===== src/hw/rtl/fcbb_pkg.sv =====
// ----------------------------------------------------------------------------
// fcbb_pkg
// shared types and constants of the frame change bounding box
// ----------------------------------------------------------------------------
package fcbb_pkg;

    localparam int PIXEL_W     = 32;
    localparam int CFG_INDEX_W = 2;
    localparam int CFG_DATA_W  = 11;
    localparam int RECT_POS_W  = 10;
    localparam int RECT_SIZE_W = 11;

    // configuration register indexes
    typedef enum logic [CFG_INDEX_W-1:0] {
        CFG_FRAME_WIDTH  = 2'd0,
        CFG_FRAME_HEIGHT = 2'd1,
        CFG_OPTIMIZE     = 2'd2
    } t_cfg_reg;

    // per-word frame control passed from the position counter to the tracker
    typedef struct packed {
        logic sof;   // first pixel of a frame
        logic eof;   // last pixel of a frame
        logic cmp;   // compare against the stored frame
    } t_frame_ctl;

endpackage


===== src/hw/rtl/fcbb_pos.sv =====
// ----------------------------------------------------------------------------
// fcbb_pos
// configuration registers, raster position counters and per-frame latches
// ----------------------------------------------------------------------------
module fcbb_pos #(
    parameter int MAX_WIDTH  = 1024,
    parameter int MAX_HEIGHT = 1024,
    localparam int CW = (MAX_WIDTH > 1) ? $clog2(MAX_WIDTH) : 1,
    localparam int LW = (MAX_HEIGHT > 1) ? $clog2(MAX_HEIGHT) : 1,
    localparam int WW = $clog2(MAX_WIDTH + 1),
    localparam int HW = $clog2(MAX_HEIGHT + 1),
    localparam int DEPTH = MAX_WIDTH * MAX_HEIGHT,
    localparam int AW = (DEPTH > 1) ? $clog2(DEPTH) : 1
) (
    input  logic                             i_clk,
    input  logic                             i_rst_n,
    input  logic                             i_cfg_we,
    input  logic [fcbb_pkg::CFG_INDEX_W-1:0] i_cfg_index,
    input  logic [fcbb_pkg::CFG_DATA_W-1:0]  i_cfg_data,
    input  logic                             i_accept,
    output logic [AW-1:0]                    o_addr,
    output logic                             o_we,
    output logic [CW-1:0]                    o_col,
    output logic [LW-1:0]                    o_line,
    output fcbb_pkg::t_frame_ctl             o_ctl,
    output logic [WW-1:0]                    o_width_eff,
    output logic [HW-1:0]                    o_height_eff
);

    logic [WW-1:0] r_width_eff;
    logic [HW-1:0] r_height_eff;
    logic          r_optimize;
    logic          r_have_prev;
    logic          r_opt_latch;
    logic          r_cmp_latch;
    logic [CW-1:0] r_col;
    logic [LW-1:0] r_line;

    logic          sof;
    logic          opt_now;
    logic          cmp_now;
    logic          end_line;
    logic          end_frame;

    assign sof       = (r_col == '0) && (r_line == '0);
    assign opt_now   = sof ? r_optimize : r_opt_latch;
    assign cmp_now   = sof ? (r_optimize && r_have_prev) : r_cmp_latch;
    assign end_line  = (WW'(r_col) + WW'(1)) >= r_width_eff;
    assign end_frame = end_line && ((HW'(r_line) + HW'(1)) >= r_height_eff);

    always_ff @(posedge i_clk) begin
        if (!i_rst_n) begin
            r_width_eff  <= WW'(1);
            r_height_eff <= HW'(1);
            r_optimize   <= 1'b0;
            r_have_prev  <= 1'b0;
            r_opt_latch  <= 1'b0;
            r_cmp_latch  <= 1'b0;
            r_col        <= '0;
            r_line       <= '0;
        end else if (i_cfg_we) begin
            unique case (fcbb_pkg::t_cfg_reg'(i_cfg_index))
                fcbb_pkg::CFG_FRAME_WIDTH: begin
                    // zero acts as one, above the maximum saturates
                    if (i_cfg_data == '0) begin
                        r_width_eff <= WW'(1);
                    end else if (32'(i_cfg_data) > 32'(MAX_WIDTH)) begin
                        r_width_eff <= WW'(MAX_WIDTH);
                    end else begin
                        r_width_eff <= WW'(i_cfg_data);
                    end
                    r_have_prev <= 1'b0;
                    r_opt_latch <= 1'b0;
                    r_cmp_latch <= 1'b0;
                end
                fcbb_pkg::CFG_FRAME_HEIGHT: begin
                    if (i_cfg_data == '0) begin
                        r_height_eff <= HW'(1);
                    end else if (32'(i_cfg_data) > 32'(MAX_HEIGHT)) begin
                        r_height_eff <= HW'(MAX_HEIGHT);
                    end else begin
                        r_height_eff <= HW'(i_cfg_data);
                    end
                    r_have_prev <= 1'b0;
                    r_opt_latch <= 1'b0;
                    r_cmp_latch <= 1'b0;
                end
                fcbb_pkg::CFG_OPTIMIZE: begin
                    r_optimize <= i_cfg_data[0];
                end
                default: begin
                end
            endcase
        end else if (i_accept) begin
            r_opt_latch <= opt_now;
            r_cmp_latch <= cmp_now;
            if (!end_line) begin
                r_col <= r_col + CW'(1);
            end else begin
                r_col <= '0;
                if (!end_frame) begin
                    r_line <= r_line + LW'(1);
                end else begin
                    r_line <= '0;
                    if (opt_now) begin
                        r_have_prev <= 1'b1;
                    end
                end
            end
        end
    end

    // store address by constant multiply, no divider needed
    assign o_addr       = AW'(r_line) * AW'(MAX_WIDTH) + AW'(r_col);
    assign o_we         = i_accept && opt_now;
    assign o_col        = r_col;
    assign o_line       = r_line;
    assign o_ctl.sof    = sof;
    assign o_ctl.eof    = end_frame;
    assign o_ctl.cmp    = cmp_now;
    assign o_width_eff  = r_width_eff;
    assign o_height_eff = r_height_eff;

endmodule


===== config.mk =====
export PLATFORM = sky130hd
export DESIGN_NAME = fcbb_pos
export DESIGN_NICKNAME = d
export VERILOG_FILES = /design/src/hw/rtl/fcbb_pkg.sv /design/src/hw/rtl/fcbb_pos.sv
export SDC_FILE = /design/constraint.sdc
export NUM_CORES = 1
export LEC_CHECK = 0
export BUFFER_PORTS_ARGS = -buffer_cell sky130_fd_sc_hd__buf_2
export CAP_MARGIN = 20
export CELL_PAD_IN_SITES_DETAIL_PLACEMENT = 1
export CELL_PAD_IN_SITES_GLOBAL_PLACEMENT = 1
export CORE_UTILIZATION = 36
export CTS_BUF_LIST = sky130_fd_sc_hd__clkbuf_8
export CTS_CLUSTER_DIAMETER = 150
export DETAILED_ROUTE_END_ITERATION = 8
export PLACE_DENSITY = 0.77
export SYNTH_ARGS = -nofsm -noshare
export SYNTH_HDL_FRONTEND = slang
export SYNTH_SLANG_ARGS = --single-unit
export TNS_END_PERCENT = 10

===== constraint.sdc =====
create_clock -name i_clk -period 3 [get_ports i_clk]
set_clock_uncertainty 0.2 [all_clocks]
set_input_delay 0.15 -clock i_clk [delete_from_list [all_inputs] [get_ports i_clk]]
set_output_delay 0.15 -clock i_clk [all_outputs]
set_load 0.005 [all_outputs]

After elaboration in Yosys (flattened, before gate mapping)
Index checks and enable logic that the tools add are counted.
W data, S select, Z words.
Storage, ports and cells
  output and inout bits: 66
  bits in registers: 46
  ROM bits: 0
  latch bits: 0
  word-level logic and storage cells: 56
  memory bits (writable): 0
  memories kept: 0
Cells by class
  shift-type cells: 0
  bitwise operators: 1
  reductions and logical operators: 20
  equal/unequal tests: 3
  mux-type cells: 16
  $add $sub $neg: 5
  multiply operators: 0
  magnitude comparators: 3
  div/mod/pow operators: 0
Operator list (count)
  $add A10 B1 Y11 const B: 2
  $ge A11 B11 Y1: 2
  $mux W11: 2
  $add A10 B1 Y10 const B: 2
  $add A20 B10 Y20: 1
  $logic_not A10 Y1: 2
  $mux W10: 2
  $mux W1: 12
  $gt A11 B11 Y1 const B: 1
  $logic_not A11 Y1: 1
  $reduce_and A2 Y1: 5
  $reduce_bool A2 Y1: 4
  $reduce_and A5 Y1: 1
  $logic_and A1 B1 Y1: 4
  $reduce_and A3 Y1: 1
  $eq A2 B1 Y1 const B: 1
  $eq A2 B2 Y1 const B: 1
  $logic_not A2 Y1: 1
  $ne A2 B2 Y1 const B: 1
  $reduce_or A2 Y1: 1
  $not A1 Y1: 1

Logic depth before layout (Yosys ltp)
  depth in word-level cells: 8
  depth in mapped cells: 13
  mapped depth without buffers: 12

Worst setup path after synthesis
No wires, ideal clock.
  path type: register -> register
  start point: register r_line[0], in the netlist o_line[0]
  end point: register r_have_prev
  required time: 2.684 ns
  clock period less this slack: 3.206 ns
  setup time: 0.116 ns
  path buffers: 0
  slack: -0.206 ns
  data arrival time: 2.889 ns
  cell stages (with the launch flop): 13
  cell sequence: dfxtp_1 -> ha_1 -> and3_1 -> and3_1 -> and3_1 -> xor2_1 -> ha_1 -> a21oi_1 -> nor2_1 -> a2111o_1 -> nor2_2 -> and4bb_2 -> a31o_2
On the way
  longest elaborated chain between the ends: 5
  elaborated cells between the ends (all ways): 9
RTL lines
  start, declared: line fcbb_pos.sv:37  | logic [LW-1:0] r_line;
  start signal, assigned: line fcbb_pos.sv:102  | r_line <= r_line + LW'(1);
  $add A10 B1 Y11 / $logic_not A10 Y1 (equally long branches): line fcbb_pos.sv:49, fcbb_pos.sv:45
  $ge A11 B11 Y1 / $logic_and A1 B1 Y1 (equally long branches): line fcbb_pos.sv:49, fcbb_pos.sv:45
  $logic_and A1 B1 Y1 / $mux W1 (equally long branches): line fcbb_pos.sv:49, fcbb_pos.sv:46
  $reduce_bool A2 Y1 (no line)
  $reduce_and A5 Y1 (no line) *
  end signal, assigned: line fcbb_pos.sv:56  | r_have_prev <= 1'b0;
  end signal, assigned: line fcbb_pos.sv:72  | r_have_prev <= 1'b0;
  end signal, assigned: line fcbb_pos.sv:84  | r_have_prev <= 1'b0;
  end, declared: line fcbb_pos.sv:33  | logic r_have_prev;
Mark *: on every way between the ends. The rest lies on a longest branch, timed or not.
A chain may end at the register's enable or synchronous reset.

==> run_results.csv <==
group,metric,value,unit
run_status,status,"complete, but fails checks",
run_status,violations,"setup timing",
detailed_routing,post_drt_via_cell_ratio,5.15,
critical_path,crit_type,"flip-flop to primary output",
timing,fin_crit,3.21,ns
place,place_ws,-0.0774,ns
power,total_power,1.30,mW
global_route,grt_util_all_layers,0.222,
yosys,avgSynthCellArea,8.02,um^2
clocking,tritoncts,"done",
critical_path,start_kind,"flip-flop",
clocking,cts_buffers,5,
critical_path,critPathRequiredTime,2.65,ns
timing,clock.fmax,0.311,GHz
floorplan,coreArea,8220,um^2
floorplan,die_x,94.0,um
timing,finalSetupTns,-1.10,ns
detailed_routing,antenna_left,0,
detailed_routing,drc,0,
power,ir_drop,0.179,mV
yosys,yosys.area.top_type,"dfxtp_1",
yosys,syn_nets,423,
layout,nFillCells,1058,
critical_path,endpoint_kind,"primary output",
detailed_routing,dr.first_iter.drc_count,78,
yosys,yosysMostFrequentCell,"nand2_1",
yosys,seq_area_frac_synth,0.302,
yosys,yosysUniqueCellTypes,50,
timing,hold_violations,0,
global_route,antenna_found_initial,0,
floorplan,pin_count,83,
global_route,grt_overflow,0,
detailed_routing,post_drt_wl_per_cell,17.0,um
global_route,grt_pass1_vias,2962,
yosys,yosys-top-cells-area,"dfxtp_1 30%, ha_1 11%, nand2_1 7.9%",
power,p_switching,0.350,mW
critical_path,path_buf_inv,1,
clocking,cts_root_buffer,"clkbuf_8",
hold_path,worstHoldPathType,"input pin to flip-flop",
yosys,synth_seq_cells,46,
clocking,clk_latency,0.30,ns
power,powerDensity,344,nW/um^2
place,place_hpwl,7.39,mm
yosys,yosysWarningCount,0,
yosys,synth_ff_type,"dfxtp_1",
power,seq_power_share,0.483,
layout,nets,503,
detailed_routing,dr_total_vias,2915,
timing,tightest_slew,0.529,ns
timing,fin_crit_sh,1.07,
timing,final_max_slew_viol_count,0,
clocking,htree_levels,2,
yosys,synth_top_area_share,0.302,
floorplan,die-area,8840,um^2
power,switching_share,0.269,
detailed_routing,wirelength,9.65,mm
power,p_int,0.953,mW
critical_path,cp.arrival,2.86,ns
clocking,clock_sinks,46,
power,p_comb_frac,0.163,
place,port_buffers,82,
timing,setup_ws,-0.211,ns
yosys,synth_common_cells,"64 x nand2_1, 46 x dfxtp_1, 27 x inv_1",
critical_path,crit_family,"simple AND/OR/NAND/NOR gates",
place,dp_cells,555,
floorplan,die_h,94.0,um
yosys,syn_inst,380,
floorplan,start_util,0.371,
detailed_routing,dr.pass1.iters,4,
critical_path,critPathSlowestCell,"a2111o_1",
layout,diodes,0,
place,place_area,3580,um^2
yosys,synth-async-reset-ratio,0,
global_route,grt_pass1_wl,15.0,mm
layout,syn_to_final_growth,24.3,%
yosys,synthesis.area,3050,um^2
timing,setup_viol,11,
power,p_leak,1.77,nW
floorplan,rows,33,
place,gp_congestion,0.821,
clocking,clockBufferDepth,2,
layout,instances_no_fill,566,
critical_path,crit_path_cell_trace,"ha_4 > and3_4 > and3_4 > and3_4 > xor2_1 > ha_1 > a21oi_2 > nor2_1 > a2111o_1 > nor2_4 > a21oi_2 > buf_2",
timing,slew_headroom,0.638,
critical_path,max_stage_delay,0.41,ns
critical_path,cp_max_fo,6,
layout,stdcell_area,3790,um^2
clocking,cts.clk_slew.worst_paths,0.09,ns
critical_path,crit_top_cell,"and3_4",
layout,layout-drive-gt1-share,0.319,
global_route,grt_max_degree,29,
run,drv_cap,0,
yosys,synth_enable_flop_cells,0,
power,p_clk_frac,0.355,
timing,rsz0062_at_grt,"yes",
==> per-stage QoR <==
step	util	hold slack [ns]
floorplan	-	0.119
global placement	0.436	0.260
detailed placement	0.436	0.272
CTS	0.454	0.00888
global route	0.461	0.0203
finish	0.461	0.0241
==> kinds of logic (layout without fill, tap and decap cells) <==
kind of cell	count (synthesis)	count (layout)	synth area share
muxes	3	3	0.00985
DFF	46	46	0.302
and+or+nand+nor	154	154	0.260
xor gates and xnor gates	16	16	0.0460
AOI/OAI and AO/OA	72	72	0.168
adders and majority gates	26	26	0.107
buffers and inverters	63	144	0.107
==> final timing paths <==
path / from / end / slack (ns) / cells after the start
worst max register to register: o_line[0]$_SDFFE_PN0P_ / o_line[2]$_SDFFE_PN0P_ / -0.19 / 12
worst min-delay path: i_cfg_data[10] / o_width_eff[10]$_SDFFE_PN0P_ / 0.02 / 3
worst min register to register: o_height_eff[4]$_SDFFE_PN0P_ / o_height_eff[4]$_SDFFE_PN0P_ / 0.28 / 2
worst max-delay path: o_line[0]$_SDFFE_PN0P_ / o_ctl[1] / -0.21 / 12
==> worst register-to-register path, cell delays in order (launching register included) <==
cell and delay [ns]:
dfxtp_4 0.37, ha_4 0.16, and3_4 0.17, and3_4 0.17
and3_4 0.19, xor2_1 0.14, ha_1 0.32, a21oi_2 0.17
nor2_1 0.07, a2111o_1 0.41, or2_2 0.38, o21a_1 0.20
o22ai_1 0.17
==> layout by cell type (no fill, tap or decap), types with 3 or more instances in the layout <==
| cell | count |
|---|---|
| a21boi_0 | 23 |
| nand3_1 | 11 |
| nand4_1 | 6 |
| clkbuf_8 | 5 |
| a22o_1 | 6 |
| a21oi_1 | 7 |
| nand2b_1 | 6 |
| mux2i_1 | 3 |
| inv_1 | 29 |
| o2bb2ai_1 | 4 |
| buf_2 | 82 |
| nand3b_1 | 6 |
| nor2_1 | 13 |
| xnor2_1 | 7 |
| o22ai_1 | 3 |
| and3_4 | 3 |
| and3_1 | 7 |
| nor4_1 | 3 |
| o21a_1 | 3 |
| dfxtp_1 | 41 |
| nor2b_1 | 12 |
| a21oi_2 | 3 |
| buf_4 | 26 |
| dfxtp_2 | 4 |
| xor2_1 | 7 |
| and2_1 | 7 |
| o21ai_0 | 6 |
| nand2_1 | 64 |
| ha_1 | 23 |
| o21ai_1 | 4 |
==> layer usage <==
metal,GRT usage,up-vias,part of all wire
met2,0.378,77,0.48
met4,0.0897,0,0.028
met5,0,-,0
met3,0.0364,20,0.036
met1,0.278,1385,0.45
li1,-,1433,-
==> sequential cells by signal, indices dropped and copies added, names as in the netlist <==
name	count
r_cmp_latch	1
r_optimize	1
o_col	10
o_line	10
o_width_eff	11
r_have_prev	1
r_opt_latch	1
o_height_eff	11
==> timing repair <==
action	in CTS	in global routing
resized for setup	12	11
pin swaps	3	0
hold endpoints to repair	1	0
hold buffers	1	0
setup buffers	0	2
setup endpoints to repair	19	22
==> power by group through the flow <==
stage,logic (mW),clock network [mW],registers (mW)
final,0.212,0.462,0.629
after CTS,0.202,0.475,0.629
after global placement,0.185,0,0.643
after detailed placement,0.193,0,0.643
after floorplan,0.118,0,0.643
after global routing,0.231,0.500,0.630
==> layout make-up <==
class	instances	area, um^2	area share
inverters	27	101	0.0267
multi-input cells	271	1910	0.503
well taps	105	131	0.0347
clock buffers	5	68.8	0.0182
repair buffers	109	616	0.162
clock inverters	3	37.5	0.00990
flip-flops and latches	46	930	0.245
No activity file was read; power rests on OpenSTA's default activity.
