## config.mk

```make
export PLATFORM = sky130hd
export DESIGN_NAME = fcbb_box
export DESIGN_NICKNAME = d
export VERILOG_FILES = /design/src/hw/rtl/fcbb_pkg.sv /design/src/hw/rtl/fcbb_box.sv
export SDC_FILE = /design/constraint.sdc
export NUM_CORES = 1
export LEC_CHECK = 0
export BUFFER_PORTS_ARGS = -buffer_cell sky130_fd_sc_hd__buf_2
export CORE_UTILIZATION = 60
export DETAILED_ROUTE_END_ITERATION = 12
export PLACE_DENSITY = 0.87
export SYNTH_ARGS = -nofsm -noshare
export SYNTH_HDL_FRONTEND = slang
export SYNTH_SLANG_ARGS = --single-unit
```

## constraint.sdc

```tcl
create_clock -name i_clk -period 9.36 [get_ports i_clk]
set_clock_uncertainty 0.1 [all_clocks]
set_input_delay 0 -clock i_clk [delete_from_list [all_inputs] [get_ports i_clk]]
set_output_delay 0 -clock i_clk [all_outputs]
set_load 0.05 [all_outputs]
```

## src/hw/rtl/fcbb_pkg.sv

```systemverilog
// ----------------------------------------------------------------------------
// fcbb_pkg
// shared types and constants of the frame change bounding box
// ----------------------------------------------------------------------------
package fcbb_pkg;

    localparam int PIXEL_W     = 32;
    localparam int CFG_INDEX_W = 2;
    localparam int CFG_DATA_W  = 11;
    localparam int RECT_POS_W  = 10;
    localparam int RECT_SIZE_W = 11;

    // configuration register indexes
    typedef enum logic [CFG_INDEX_W-1:0] {
        CFG_FRAME_WIDTH  = 2'd0,
        CFG_FRAME_HEIGHT = 2'd1,
        CFG_OPTIMIZE     = 2'd2
    } t_cfg_reg;

    // per-word frame control passed from the position counter to the tracker
    typedef struct packed {
        logic sof;   // first pixel of a frame
        logic eof;   // last pixel of a frame
        logic cmp;   // compare against the stored frame
    } t_frame_ctl;

endpackage

```

## src/hw/rtl/fcbb_box.sv

```systemverilog
// ----------------------------------------------------------------------------
// fcbb_box
// compare stage, bounding box tracker and result register
// ----------------------------------------------------------------------------
module fcbb_box #(
    parameter int MAX_WIDTH  = 1024,
    parameter int MAX_HEIGHT = 1024,
    localparam int CW = (MAX_WIDTH > 1) ? $clog2(MAX_WIDTH) : 1,
    localparam int LW = (MAX_HEIGHT > 1) ? $clog2(MAX_HEIGHT) : 1,
    localparam int WW = $clog2(MAX_WIDTH + 1),
    localparam int HW = $clog2(MAX_HEIGHT + 1)
) (
    input  logic                             i_clk,
    input  logic                             i_rst_n,
    input  logic                             i_accept,
    input  logic [fcbb_pkg::PIXEL_W-1:0]     i_pixel,
    input  logic [CW-1:0]                    i_col,
    input  logic [LW-1:0]                    i_line,
    input  fcbb_pkg::t_frame_ctl             i_ctl,
    input  logic [fcbb_pkg::PIXEL_W-1:0]     i_prev_pixel,
    input  logic [WW-1:0]                    i_width_eff,
    input  logic [HW-1:0]                    i_height_eff,
    input  logic                             i_stall,
    output logic                             o_hold,
    output logic                             o_valid,
    output logic [fcbb_pkg::RECT_POS_W-1:0]  o_rect_x,
    output logic [fcbb_pkg::RECT_POS_W-1:0]  o_rect_y,
    output logic [fcbb_pkg::RECT_SIZE_W-1:0] o_rect_w,
    output logic [fcbb_pkg::RECT_SIZE_W-1:0] o_rect_h
);

    logic                             r_s1_valid;
    logic [fcbb_pkg::PIXEL_W-1:0]     r_s1_pixel;
    logic [CW-1:0]                    r_s1_col;
    logic [LW-1:0]                    r_s1_line;
    fcbb_pkg::t_frame_ctl             r_s1_ctl;

    logic                             r_seen;
    logic [CW-1:0]                    r_min_col;
    logic [CW-1:0]                    r_max_col;
    logic [LW-1:0]                    r_min_line;
    logic [LW-1:0]                    r_max_line;

    logic                             r_out_valid;
    logic [fcbb_pkg::RECT_POS_W-1:0]  r_rect_x;
    logic [fcbb_pkg::RECT_POS_W-1:0]  r_rect_y;
    logic [fcbb_pkg::RECT_SIZE_W-1:0] r_rect_w;
    logic [fcbb_pkg::RECT_SIZE_W-1:0] r_rect_h;

    logic                             hold;
    logic                             fire;
    logic                             out_free;
    logic                             diff;
    logic                             base_seen;
    logic                             n_seen;
    logic [CW-1:0]                    n_min_col;
    logic [CW-1:0]                    n_max_col;
    logic [LW-1:0]                    n_min_line;
    logic [LW-1:0]                    n_max_line;
    logic [CW:0]                      span_w;
    logic [LW:0]                      span_h;

    assign out_free = !(r_out_valid && i_stall);
    assign hold     = r_s1_valid && r_s1_ctl.eof && !out_free;
    assign fire     = r_s1_valid && !hold;

    always_comb begin
        diff       = r_s1_ctl.cmp && (i_prev_pixel != r_s1_pixel);
        base_seen  = r_s1_ctl.sof ? 1'b0 : r_seen;
        n_seen     = base_seen || diff;
        n_min_col  = r_min_col;
        n_max_col  = r_max_col;
        n_min_line = r_min_line;
        n_max_line = r_max_line;
        if (diff) begin
            if (!base_seen) begin
                n_min_col  = r_s1_col;
                n_max_col  = r_s1_col;
                n_min_line = r_s1_line;
                n_max_line = r_s1_line;
            end else begin
                if (r_s1_col < r_min_col)   n_min_col  = r_s1_col;
                if (r_s1_col > r_max_col)   n_max_col  = r_s1_col;
                if (r_s1_line < r_min_line) n_min_line = r_s1_line;
                if (r_s1_line > r_max_line) n_max_line = r_s1_line;
            end
        end
        span_w = {1'b0, n_max_col} - {1'b0, n_min_col} + (CW + 1)'(1);
        span_h = {1'b0, n_max_line} - {1'b0, n_min_line} + (LW + 1)'(1);
    end

    // compare stage, aligned with the registered store read
    always_ff @(posedge i_clk) begin
        if (!i_rst_n) begin
            r_s1_valid <= 1'b0;
        end else if (!hold) begin
            r_s1_valid <= i_accept;
        end
    end

    always_ff @(posedge i_clk) begin
        if (i_accept) begin
            r_s1_pixel <= i_pixel;
            r_s1_col   <= i_col;
            r_s1_line  <= i_line;
            r_s1_ctl   <= i_ctl;
        end
    end

    // change tracker
    always_ff @(posedge i_clk) begin
        if (!i_rst_n) begin
            r_seen <= 1'b0;
        end else if (fire) begin
            r_seen <= n_seen;
        end
    end

    always_ff @(posedge i_clk) begin
        if (fire) begin
            r_min_col  <= n_min_col;
            r_max_col  <= n_max_col;
            r_min_line <= n_min_line;
            r_max_line <= n_max_line;
        end
    end

    // result register
    always_ff @(posedge i_clk) begin
        if (!i_rst_n) begin
            r_out_valid <= 1'b0;
        end else if (out_free) begin
            r_out_valid <= fire && r_s1_ctl.eof;
        end
    end

    always_ff @(posedge i_clk) begin
        if (out_free && fire && r_s1_ctl.eof) begin
            if (!r_s1_ctl.cmp) begin
                // full frame
                r_rect_x <= '0;
                r_rect_y <= '0;
                r_rect_w <= fcbb_pkg::RECT_SIZE_W'(i_width_eff);
                r_rect_h <= fcbb_pkg::RECT_SIZE_W'(i_height_eff);
            end else if (!n_seen) begin
                // nothing changed
                r_rect_x <= '0;
                r_rect_y <= '0;
                r_rect_w <= fcbb_pkg::RECT_SIZE_W'(1);
                r_rect_h <= fcbb_pkg::RECT_SIZE_W'(1);
            end else begin
                r_rect_x <= fcbb_pkg::RECT_POS_W'(n_min_col);
                r_rect_y <= fcbb_pkg::RECT_POS_W'(n_min_line);
                r_rect_w <= fcbb_pkg::RECT_SIZE_W'(span_w);
                r_rect_h <= fcbb_pkg::RECT_SIZE_W'(span_h);
            end
        end
    end

    assign o_hold   = hold;
    assign o_valid  = r_out_valid;
    assign o_rect_x = r_rect_x;
    assign o_rect_y = r_rect_y;
    assign o_rect_w = r_rect_w;
    assign o_rect_h = r_rect_h;

    a_hold_needs_full_out: assert property (@(posedge i_clk) disable iff (!i_rst_n)
        hold |-> r_out_valid)
        else $error("compare stage held with an empty result register");

    a_result_from_frame_end: assert property (@(posedge i_clk) disable iff (!i_rst_n)
        $rose(r_out_valid) |-> $past(r_s1_valid && r_s1_ctl.eof))
        else $error("result without a frame end in the compare stage");

    a_held_word_kept: assert property (@(posedge i_clk) disable iff (!i_rst_n)
        hold |=> r_s1_valid && $stable(r_s1_col) && $stable(r_s1_line))
        else $error("held compare word changed");

    a_rect_nonempty: assert property (@(posedge i_clk) disable iff (!i_rst_n)
        r_out_valid |-> (r_rect_w != '0) && (r_rect_h != '0))
        else $error("empty rectangle reported");

endmodule

```

# Word level (Yosys, flattened, before mapping)
# Index checks and enable logic that the tools add are counted.
word_totals:
  ff_bits: 140
  elab_cells: 55
  input_bits: 113
  output_inout_bits: 44
classes:
  order_cmp: 4
  n_eq_ne: 1
  n_mux: 17
  add_sub_neg: 4
  n_reduce_logical: 12
op_table:
  columns: ["cell", "count"]
  rows:
  - ["2-to-1 mux 10 bit", 12]
  - ["2-to-1 mux 11 bit", 4]
  - ["!= test 32 bit", 1]
  - ["adder 11 x 1 -> 11 bit (second input constant)", 2]
  - ["subtractor 10 x 10 -> 11 bit", 2]
  - ["> comparator 10 bit", 2]
  - ["less-than comparator 10 bit", 2]
  - ["logical AND 1 bit", 8]
  - ["logical NOT 1 bit", 2]
  - ["AND reduction 2 bit", 1]
  - ["logical OR 1 bit", 1]
  - ["2-to-1 mux 1 bit", 1]

# Depth between registers and ports, before layout
# Gate-level depths: netlist of run 1.
logic_depth:
  ltp_word: 8
  mapped_depth: 21
  mapped_depth_nobuf: 19

# Worst setup path before layout of run 1
# OpenSTA, ideal clock, no wires.
synth_path:
  kind: "register -> register"
  startpoint: "register r_s1_line[8]"
  endpoint: "register r_rect_h, in the netlist o_rect_h[7] (data pin)"
  synth_period_minus_slack_ns: 4.209
  setup_time_ns: 0.256
  arrival_ns: 3.853
  t_required_ns: 9.004
  setup_slack_ns: 5.151
  path_buffers: 1
  stages_incl_launch_ff: 20
  path_cell_list: "edfxtp_1 -> ha_1 -> and2_1 -> a221oi_2 -> o211ai_1 -> a31oi_2 -> o21a_1 -> buf_6 -> mux2_2 -> ha_1 -> inv_1 -> ha_1 -> inv_1 -> fa_1 -> nor2b_1 -> o21ai_0 -> a21oi_1 -> nor2_1 -> xnor2_1 -> a31o_2"
synth_via:
  elab_chain_cells: 8
  elab_cells_between_ends: 12
  classes_between: "add/sub: 2; order compare: 2; mux: 8"
synth_rtl:
  columns: ["item", "line", "text"]
  rows:
  - ["start, declared", "fcbb_box.sv:35", "logic [LW-1:0] r_s1_line;"]
  - ["start signal, assigned", "fcbb_box.sv:105", "r_s1_line <= i_line;"]
  - ["less-than comparator 10 bit", "fcbb_box.sv:84", "if (r_s1_line < r_min_line) n_min_line = r_s1_line;"]
  - ["2-to-1 mux 10 bit", "fcbb_box.sv:84", null]
  - ["2-to-1 mux 10 bit", "fcbb_box.sv:76", "if (!base_seen) begin"]
  - ["2-to-1 mux 10 bit", "fcbb_box.sv:75", "if (diff) begin"]
  - ["named net n_min_line[1]", "fcbb_box.sv:58", "logic [LW-1:0] n_min_line;"]
  - ["subtractor 10 x 10 -> 11 bit", "fcbb_box.sv:89", "span_h = {1'b0, n_max_line} - {1'b0, n_min_line} + (LW + 1)'(1);"]
  - ["adder 11 x 1 -> 11 bit", "fcbb_box.sv:89", null]
  - ["2-to-1 mux 11 bit", "fcbb_box.sv:145", "end else if (!n_seen) begin"]
  - ["2-to-1 mux 11 bit", "fcbb_box.sv:139", "if (!r_s1_ctl.cmp) begin"]
  - ["end signal, assigned", "fcbb_box.sv:144", "r_rect_h <= fcbb_pkg::RECT_SIZE_W'(i_height_eff);"]
  - ["end signal, assigned", "fcbb_box.sv:150", "r_rect_h <= fcbb_pkg::RECT_SIZE_W'(1);"]
  - ["end signal, assigned", "fcbb_box.sv:155", "r_rect_h <= fcbb_pkg::RECT_SIZE_W'(span_h);"]
  - ["end, declared", "fcbb_box.sv:48", "logic [fcbb_pkg::RECT_SIZE_W-1:0] r_rect_h;"]
# The timed path passes the listed nets, and every way through them passes these cells.
# A chain may end at the register's enable or synchronous reset.

# Worst setup path after layout of run 1
layout_path:
  startpoint: "register r_s1_line[8]"
  endpoint: "register r_rect_h, in the netlist o_rect_h[8] (data pin)"
# Same word-level chain as after synthesis.

==> results.ini, run 1 <==
[floorplanning]
placeableCoreArea_mm2 = 0.0128
start_util_pct = 62.3
die_area_mm2 = 0.0137
die_w_um = 117
std_cell_rows = 41
ios = 157
die_h_um = 117

[power]
peakVddDrop_mv = 0.134
leakagePower_nw = 4.44
power_density_mw_per_mm2 = 187

[critical_path]
crit_arrival_ps = 5420
crit_cells = 16
r2r_end = o_rect_h[8]$_DFFE_PP_
rr_worst_depth = 16
path_delay_family = compound AO/OA/AOI/OAI gates
crit_path_start_kind = flip-flop
end_kind = flip-flop
crit_end = o_rect_h[8]$_DFFE_PP_
critPathMostFrequentCell = ha_1
crit_path_max_fanout = 27
reg2reg_slack_ps = 3980
r2r-start = r_s1_line[8]$_DFFE_PP_
path_class = flip-flop to flip-flop
worst-path-buf-inv = 1
slowest_stage = o21a_1
crit_start = r_s1_line[8]$_DFFE_PP_
crit_required_ps = 9400
max_stage_delay_ps = 970
crit_chain = ha_1 -> and2_1 -> a221oi_2 -> o211ai_1 -> a31oi_2 -> o21a_1 -> mux2_2 -> ha_1 -> inv_1 -> ha_1 -> a211oi_1 -> o21ai_0 -> a2111oi_0 -> nor3_1 -> xnor2_1 -> a21oi_1

[yosys]
synthTopCellsByCount = edfxtp_1, ha_1, inv_1, xnor2_1, a21oi_1
yosys_warnings = 0
synth_flop_cell = edfxtp_1
synth_area_leaders = edfxtp_1, ha_1, xnor2_1
seq_area_frac_synth_pct = 52.4
synth-edff-count = 137
synth-async-reset-ratio_pct = 0
yosysMostFrequentCell = edfxtp_1
ys_ff_latch = 140
netlist_area_mm2 = 0.00796
synth_fp_nets = 834
syn_area_per_cell_um2 = 12.4
synth_top_area_share_pct = 51.7
syn-instance-count = 643
synthDistinctLibCells = 52
synth_area_leader_cell = edfxtp_1

[clocking]
clk_latency_ps = 430
cts.sinks = 140
clockBufferDepth = 2
htreeDepth = 4
cts.reportedPaths.clkPinSlew_ps = 60
cts-root-buf = clkbuf_16
numCtsBuffers = 17
cts-resized-gates = 0
cts_tree = done

[drt]
first_pass_iters = 5
drt-wirelength-per-cell_um = 18.6
via_count = 6082
routed.top_layer = met4
post_drt_via_cell_ratio = 5.69
drt-total-wl_um = 19900
first_iter_violations = 508
met2_length_um = 10000
route.detailed.drc = 0
routedLengthMet1_um = 8230
dr_wl_met3_um = 1180
ant_nets = 0

[layout]
area_growth_syn_to_layout_pct = 29.4
drive_above_1_share_pct = 24.8
fin_cells = 1068
nNetsFinal = 1074
final_core_utilization_pct = 80.6
n_antenna_cell = 0
fillCellCount = 693

[timing]
relSlewSlack_pct = 19.2
maxSlewViolCount = 0
finalHoldViolCount = 0
rsz0062_at_grt = no
timing.fmax_mhz = 186
min_period_over_period_pct = 57.5
finalSetupViolCount = 0
finalCriticalPeriod_ps = 5380
tns_ps = 0
holdWs_ps = 163
tightestPinTransition_ps = 1210

[grt]
grt_max_degree = 67
grt_usage_pct = 30.9
grt_pass1_wl_um = 31100
antenna_found_initial = 0
grt-ovfl-total = 0
grt_pass1_vias = 6258

[placed_design]
placedCellCount = 956
io_buffer_count = 156
dp_hpwl_um = 12500
gp_congestion = 0.865

[outcome]
outcome = completed

[min_path]
hp-class = primary input to flip-flop
worstHoldStart = i_accept

[run]
cap_violations = 0

==> metal layers <==
layer / vias to the layer above / track usage [%]
li1: 2898 / -
met1: 2895 / 37.0
met2: 249 / 53.9
met3: 40 / 6.23
met4: 0 / 13.6
met5: - / 0
==> final cells by class <==
type,count,area [um2],share of cell area [%]
inverter,64,240,2.33
sequential,140,4170,40.5
tap,172,215,2.09
clock inverter,13,174,1.69
timing repair buffer,242,1630,15.8
multi-input combinational,418,3440,33.4
clock buffer,19,433,4.20
==> kinds of logic after synthesis <==
kind of cell | Yosys count | synth area share [%]
flip-flops | 140 | 52.4
multiplexers | 43 | 5.99
XOR/XNOR | 47 | 5.17
buffers and inverters | 85 | 4.65
AND/OR/NAND/NOR | 105 | 6.93
adder cells (fa/ha/maj) | 78 | 12.4
AO/OA/AOI/OAI | 145 | 12.4
==> worst min-delay path by stage <==
stage,endpoint,slack (ps),cells after the start
4_1_cts,r_s1_col[7]$_DFFE_PP_,160,2
6_report,r_s1_col[8]$_DFFE_PP_,160,2
2_1_floorplan,r_s1_col[0]$_DFFE_PP_,-1,0
3_5_place_dp,r_s1_pixel[21]$_DFFE_PP_,80,1
5_1_grt,r_s1_pixel[25]$_DFFE_PP_,180,2
3_3_place_gp,r_s1_col[7]$_DFFE_PP_,80,1
==> registers in the layout, summed over array words and instances (netlist names), 3 cells and up <==
signal	count
o_rect_w	11
r_max_line	10
o_rect_y	10
o_rect_x	10
r_s1_pixel	32
r_max_col	10
r_s1_col	10
r_min_line	10
r_s1_ctl	3
r_min_col	10
o_rect_h	11
r_s1_line	10
==> layout by cell type, fill, tap and decap left out, drive strengths merged, types with 6 or more instances in the layout <==
master       instances
a211oi               6
a21o                17
a21oi               40
a22o                10
a32o                10
and3                13
buf                162
clkbuf              19
dlygate4sd3         80
edfxtp             137
ha                  76
inv                 64
mux2                31
mux2i               12
nand2               20
nand2b               7
nand4               16
nor2                23
nor2b                9
nor3                 7
o21ai               18
o22ai               18
xnor2               42
==> what timing repair did <==
| action | in CTS | in global routing |
|---|---|---|
| hold endpoints to repair | 93 | 0 |
| hold buffers | 80 | 0 |
| buffers inserted | 0 | 0 |
==> power by group <==
part	switching, W	total, W	internal [W]	leakage [nW]
sequential	0.0000295	0.000773	0.000744	1.33
combinational	0.000248	0.000453	0.000205	2.83
clock	0.000260	0.000702	0.000442	0.278
==> metrics by stage <==
step / power [W] / setup WS [ps] / instance area [um2]
3_3_place_gp: 0.00118 / 4260 / 8890
6_report: 0.00193 / 3980 / 10300
2_1_floorplan: 0.00109 / 5150 / 7960
3_5_place_dp: 0.00120 / 4100 / 8890
5_1_grt: 0.00201 / 3610 / 10300
4_1_cts: 0.00192 / 4020 / 10300
(Power assumes the default switching activity.)
==> run 2, diff against run 1 <==
--- a/config.mk
+++ b/config.mk
@@ -6,9 +6,9 @@
 export NUM_CORES = 1
 export LEC_CHECK = 0
 export BUFFER_PORTS_ARGS = -buffer_cell sky130_fd_sc_hd__buf_2
-export CORE_UTILIZATION = 60
+export CORE_UTILIZATION = 51
 export DETAILED_ROUTE_END_ITERATION = 12
-export PLACE_DENSITY = 0.87
+export PLACE_DENSITY = 0.79
 export SYNTH_ARGS = -nofsm -noshare
 export SYNTH_HDL_FRONTEND = slang
 export SYNTH_SLANG_ARGS = --single-unit
==> constraint.sdc (replaced) <==
create_clock -name i_clk -period 4.4 [get_ports i_clk]
set_clock_uncertainty 0.1 [all_clocks]
set_input_delay 0 -clock i_clk [delete_from_list [all_inputs] [get_ports i_clk]]
set_output_delay 0 -clock i_clk [all_outputs]
set_load 0.05 [all_outputs]
==> run 2 against run 1 <==
  * Global-route usage decreased by 5.8 points
  * Largest cell class unchanged
  * Critical endpoint is now o_rect_h[10]$_DFFE_PP_
  * Largest power group unchanged
  * Sequential cell count unchanged
  * Power increased by 120%
  * Critical path type unchanged
  * First-iteration DRC count decreased by 10%
  * Sequential power increased by 110%
  * Setup slack got worse by 3900 ps
==> results.ini, run 2 (synthesized netlist as in run 1, its figures left out) <==
[drt]
route.detailed.drc = 0  ; unchanged
ant_nets = 0  ; unchanged
via_count = 6249  ; +2.7%
post_drt_via_cell_ratio = 5.54  ; -2.6%
drt-wirelength-per-cell_um = 17.8  ; -4.5%
first_pass_iters = 5  ; unchanged
first_iter_violations = 457  ; -10%
drt-total-wl_um = 20100  ; +0.79%

[timing]
setup_ws_ps = 97.5  ; -3880 ps
rsz0062_at_grt = yes
tns_ps = 0  ; unchanged
timing.fmax_mhz = 232  ; +25%
finalCriticalPeriod_ps = 4300  ; -1080 ps
maxSlewViolCount = 0  ; unchanged
tightestPinTransition_ps = 892  ; -321 ps
min_period_over_period_pct = 97.8  ; +40 points
finalHoldViolCount = 0  ; unchanged
finalSetupViolCount = 0  ; unchanged
relSlewSlack_pct = 40.4  ; +21 points

[min_path]
hold_path_end = r_s1_col[9]$_DFFE_PP_
hp-class = primary input to flip-flop
worstHoldStart = i_accept
min_path_cells = 2  ; unchanged

[outcome]
outcome = completed

[layout]
layout_commonest_cell = buf_2
drive_above_1_share_pct = 32.9  ; +8.1 points
largest_reg_flops = 32  ; unchanged
fillCellCount = 988  ; +43%
top_register = r_s1_pixel
n_antenna_cell = 0  ; unchanged
mostFrequentLayoutCells = buf_2, edfxtp_1, dlygate4sd3_1
ff_latch_area_mm2 = 0.00417  ; unchanged
multi_input_area_mm2 = 0.00375  ; +9.2%
nNetsFinal = 1117  ; +4.0%
area_growth_syn_to_layout_pct = 37.3
final_core_utilization_pct = 71.9  ; -8.7 points

[grt]
use_met2_pct = 43.5  ; -10 points
grt_usage_pct = 25.1  ; -5.8 points
grt-busiest-layer = met2
grt-ovfl-total = 0  ; unchanged
met3_usage_pct = 6.07  ; -0.16 points
antenna_found_initial = 0  ; unchanged
grt_pass1_wl_um = 30500  ; -1.7%
grt_max_degree = 66  ; -1.5%
gr-usage-met1_pct = 30.4  ; -6.6 points
grt_pass1_vias = 6185  ; -1.2%

[clocking]
cts.reportedPaths.clkPinSlew_ps = 60  ; about the same
clk_latency_ps = 430  ; about the same
htreeDepth = 4  ; unchanged
cts_tree = done
cts.sinks = 140  ; unchanged
clockBufferDepth = 2  ; unchanged
numCtsBuffers = 17  ; unchanged
cts-root-buf = clkbuf_16

[placed_design]
gp_congestion = 0.869  ; +0.50%
dp_hpwl_um = 12700  ; +1.9%
dp_slack_ps = -209  ; -4310 ps
io_buffer_count = 156  ; unchanged

[critical_path]
path_class = flip-flop to flip-flop
crit_path_max_fanout = 4  ; -85%
end_kind = flip-flop
r2r_end = o_rect_h[10]$_DFFE_PP_
crit_path_start_kind = flip-flop
rr_worst_depth = 18  ; +2
r2r-start = r_s1_line[7]$_DFFE_PP_
crit_start = r_s1_line[7]$_DFFE_PP_
reg2reg_slack_ps = 100  ; -3880 ps
crit_arrival_ps = 4340  ; -1080 ps
crit_required_ps = 4440  ; -4960 ps

[power]
power_density_mw_per_mm2 = 382  ; +100%
peakVddDrop_mv = 0.297  ; +120%
total_power_w = 0.00417  ; +120%
leakagePower_nw = 4.69  ; +5.8%

[run]
cap_violations = 0  ; unchanged

[floorplanning]
die_h_um = 127  ; +8.3%
std_cell_rows = 45  ; +9.8%
die_area_mm2 = 0.0161  ; +17%
ios = 157  ; unchanged
die_w_um = 127  ; +8.3%
placeableCoreArea_mm2 = 0.0152  ; +19%
start_util_pct = 52.4  ; -10 points

-- run 2: worst max path at each step --
| stage | to | cells past startpoint |
|---|---|---|
| after floorplan | o_rect_h[7]$_DFFE_PP_ | 19 |
| after global placement | o_rect_h[8]$_DFFE_PP_ | 17 |
| after detailed placement | o_rect_h[8]$_DFFE_PP_ | 17 |
| after CTS | o_rect_h[7]$_DFFE_PP_ | 18 |
| after global routing | o_rect_h[8]$_DFFE_PP_ | 17 |
| final | o_rect_h[10]$_DFFE_PP_ | 18 |
-- run 2: critical path, cell delays in order (launching register included) --
cell and delay [ps]:
edfxtp_1 450, ha_1 340, nand4_1 230, a211oi_2 290
a2111oi_2 70, a31oi_1 230, o21ai_2 120, buf_4 170
buf_4 130, buf_4 140, mux2_2 280, ha_1 340
ha_4 300, nand4_1 130, o21ai_0 180, nor2_1 80
a21oi_2 170, xor2_1 160, a21oi_1 100
-- run 2: area by class of cell --
| class | count | area share, % |
|---|---|---|
| Sequential cell | 140 | 38.2 |
| Multi-Input combinational cell | 418 | 34.3 |
| Timing Repair Buffer | 285 | 17.9 |
| Clock buffer | 18 | 3.92 |
| Inverter | 64 | 2.20 |
| Tap cell | 188 | 2.15 |
| Clock inverter | 14 | 1.33 |
-- run 2: metrics by stage --
| stage | hold slack, ps | cell area, um2 | std cells |
|---|---|---|---|
| after floorplan | -1.13 | 7960 | 643 |
| after global placement | 75.9 | 9150 | 1004 |
| after detailed placement | 78.1 | 9150 | 1004 |
| after CTS | 163 | 10600 | 1120 |
| after global routing | 173 | 10900 | 1127 |
| final | 140 | 10900 | 1127 |
-- run 2: power breakdown --
group | internal, W | switching (W) | leakage, nW
Clock | 0.000835 | 0.000571 | 0.271
Sequential | 0.00158 | 0.0000510 | 1.33
Combinational | 0.000541 | 0.000595 | 3.09
-- run 2: what timing repair did --
action                     in CTS  in global routing
setup buffers                   4                  7
pin swaps                       8                 27
gates resized for setup         6                 57
hold endpoints to repair       80                  0
setup endpoints to repair       5                 10
hold buffers                   80                  0
-- run 2: layer usage --
| metal | routed length, um | vias to the layer above |
|---|---|---|
| met5 | 0 | - |
| met4 | 323 | 0 |
| met3 | 1180 | 27 |
| met2 | 10100 | 243 |
| met1 | 8460 | 2995 |
| li1 | - | 2984 |
==> run 3, diff against run 2 <==
--- a/config.mk
+++ b/config.mk
@@ -9,6 +9,7 @@
 export CORE_UTILIZATION = 51
 export DETAILED_ROUTE_END_ITERATION = 12
 export PLACE_DENSITY = 0.79
+export RECOVER_POWER = 25
 export SYNTH_ARGS = -nofsm -noshare
 export SYNTH_HDL_FRONTEND = slang
 export SYNTH_SLANG_ARGS = --single-unit
==> run 3 against run 2 <==
  * The flow now finishes with violations (max-capacitance violations, max-slew violations)
  * Register-to-register slack about the same
  * Design area about the same
  * Sequential share of layout area about the same
  * Largest cell class unchanged
  * Largest power group unchanged
==> results.ini, run 3 (synthesized netlist as in run 1, its figures left out) <==
[floorplanning]
die_h_um = 127  ; unchanged
die_area_mm2 = 0.0161  ; unchanged
std_cell_rows = 45  ; unchanged
die_w_um = 127  ; unchanged
ios = 157  ; unchanged
start_util_pct = 52.4  ; unchanged
placeableCoreArea_mm2 = 0.0152  ; unchanged

[clocking]
cts_tree = done
numCtsBuffers = 17  ; unchanged
clk_latency_ps = 430  ; about the same
clockBufferDepth = 2  ; unchanged
cts.sinks = 140  ; unchanged
cts.reportedPaths.clkPinSlew_ps = 60  ; about the same
htreeDepth = 4  ; unchanged
cts-root-buf = clkbuf_16

[drt]
route.detailed.drc = 0  ; unchanged
post_drt_via_cell_ratio = 5.55  ; about the same
ant_nets = 0  ; unchanged
first_pass_iters = 5  ; unchanged
drt-total-wl_um = 20100  ; about the same
drt-wirelength-per-cell_um = 17.8  ; about the same
via_count = 6250  ; +0.016%
first_iter_violations = 457  ; unchanged

[power]
power.share.combinational_pct = 27.2  ; about the same
leakagePower_nw = 4.69  ; about the same
switchingPower_w = 0.00122  ; about the same
p_clk_share_pct = 33.7  ; about the same
power_density_mw_per_mm2 = 382  ; about the same
p_seq_share_pct = 39.1  ; about the same
netSwitchingFraction_pct = 29.1  ; about the same
p_int_w = 0.00296  ; about the same
total_power_w = 0.00418  ; about the same
peakVddDrop_mv = 0.297  ; about the same

[critical_path]
crit_path_start_kind = flip-flop
crit_required_ps = 4440  ; about the same
crit_arrival_ps = 4340  ; about the same
crit_path_max_fanout = 4  ; unchanged
end_kind = flip-flop
path_class = flip-flop to flip-flop
reg2reg_slack_ps = 100  ; about the same

[layout]
largest_reg_flops = 32  ; unchanged
ff_latch_area_mm2 = 0.00417  ; unchanged
fin_cells = 1127  ; unchanged
layout_commonest_cell = buf_2
fillCellCount = 988  ; unchanged
area_growth_syn_to_layout_pct = 37.3  ; about the same
nNetsFinal = 1117  ; unchanged
n_antenna_cell = 0  ; unchanged
final_core_utilization_pct = 71.9  ; about the same
top_register = r_s1_pixel
mostFrequentLayoutCells = buf_2, edfxtp_1, dlygate4sd3_1
drive_above_1_share_pct = 32.8  ; -0.11 points
multi_input_area_mm2 = 0.00375  ; unchanged

[grt]
grt_max_degree = 66  ; unchanged
grt_usage_pct = 25.1  ; unchanged
antenna_found_initial = 0  ; unchanged
grt_pass1_wl_um = 30500  ; unchanged
grt_pass1_vias = 6185  ; unchanged
grt-ovfl-total = 0  ; unchanged

[timing]
min_period_over_period_pct = 97.8  ; about the same
tns_ps = 0  ; unchanged
maxSlewViolCount = 57  ; +57
rsz0062_at_grt = yes
finalHoldViolCount = 0  ; unchanged
finalSetupViolCount = 0  ; unchanged
relSlewSlack_pct = -107  ; -150 points
holdWs_ps = 179  ; +38.9 ps
tightestPinTransition_ps = 3110  ; +2220 ps
timing.fmax_mhz = 232  ; about the same
finalCriticalPeriod_ps = 4300  ; +0.0657 ps

[placed_design]
io_buffer_count = 156  ; unchanged
dp_hpwl_um = 12700  ; unchanged
gp_congestion = 0.869  ; unchanged
placedCellCount = 1004  ; unchanged

[outcome]
outcome = finished with violations
violations = max-capacitance violations, max-slew violations

[run]
cap_violations = 1  ; +1

[min_path]
hp-class = primary input to flip-flop

## run 3: cell types whose count changed in the layout (fill, tap and decap cells not counted)
cell      delta
clkbuf_1     +1
buf_4        -1
## run 3: power groups by stage
stage                     Clock (W)  Sequential, W  Combinational [W]
after floorplan                   0        0.00171           0.000605
after global placement            0        0.00165           0.000912
after detailed placement          0        0.00166           0.000933
after CTS                   0.00142        0.00163            0.00101
after global routing        0.00148        0.00164            0.00125
final                       0.00141        0.00163            0.00114
## run 3: final timing paths
path                            cells past startpoint                   start                endpoint
worst max-delay path                               18  r_s1_line[7]$_DFFE_PP_  o_rect_h[10]$_DFFE_PP_
worst min-delay path                                2               i_line[6]  r_s1_line[6]$_DFFE_PP_
worst max register to register                     18  r_s1_line[7]$_DFFE_PP_  o_rect_h[10]$_DFFE_PP_
worst min register to register                      2     r_seen$_SDFFE_PN0P_     r_seen$_SDFFE_PN0P_
## run 3: area by class of cell
type | count | share of cell area [%]
Sequential cell | 140 | 38.2
Multi-Input combinational cell | 418 | 34.3
Timing Repair Buffer | 285 | 17.9
Clock buffer | 18 | 3.93
Inverter | 64 | 2.20
Tap cell | 188 | 2.15
Clock inverter | 14 | 1.33
## run 3: repair_timing
item / in CTS / in global routing
resized for setup: 6 / 57
hold buffers: 80 / 0
endpoints found under the setup margin: 5 / 10
endpoints found under the hold margin: 80 / 0
setup buffers: 4 / 7
gates cloned: 0 / 0
pin swaps: 8 / 27
## run 3: per-stage QoR
| step | setup WS, ps | cell area [um2] |
|---|---|---|
| global placement | -184 | 9150 |
| CTS | 1.48 | 10600 |
| global route | -54.4 | 10900 |
| floorplan | 191 | 7960 |
| detailed placement | -209 | 9150 |
| finish | 97.5 | 10900 |
## run 3: per-layer routing
layer / vias to the layer above / track usage, % / wire, um
met5: - / 0 / 0
met4: 0 / 9.17 / 323
met3: 27 / 6.07 / 1180
met2: 243 / 43.5 / 10100
met1: 2996 / 30.4 / 8470
li1: 2984 / - / -
## run 3: critical path, stage by stage (launching register included)
cell       delay [ps]
edfxtp_1          450
ha_1              340
nand4_1           230
a211oi_2          290
a2111oi_2          70
a31oi_1           230
o21ai_2           120
buf_4             170
buf_4             130
buf_4             140
mux2_2            280
ha_1              340
ha_4              300
nand4_1           130
o21ai_0           180
nor2_1             80
a21oi_2           170
xor2_1            160
a21oi_1           100
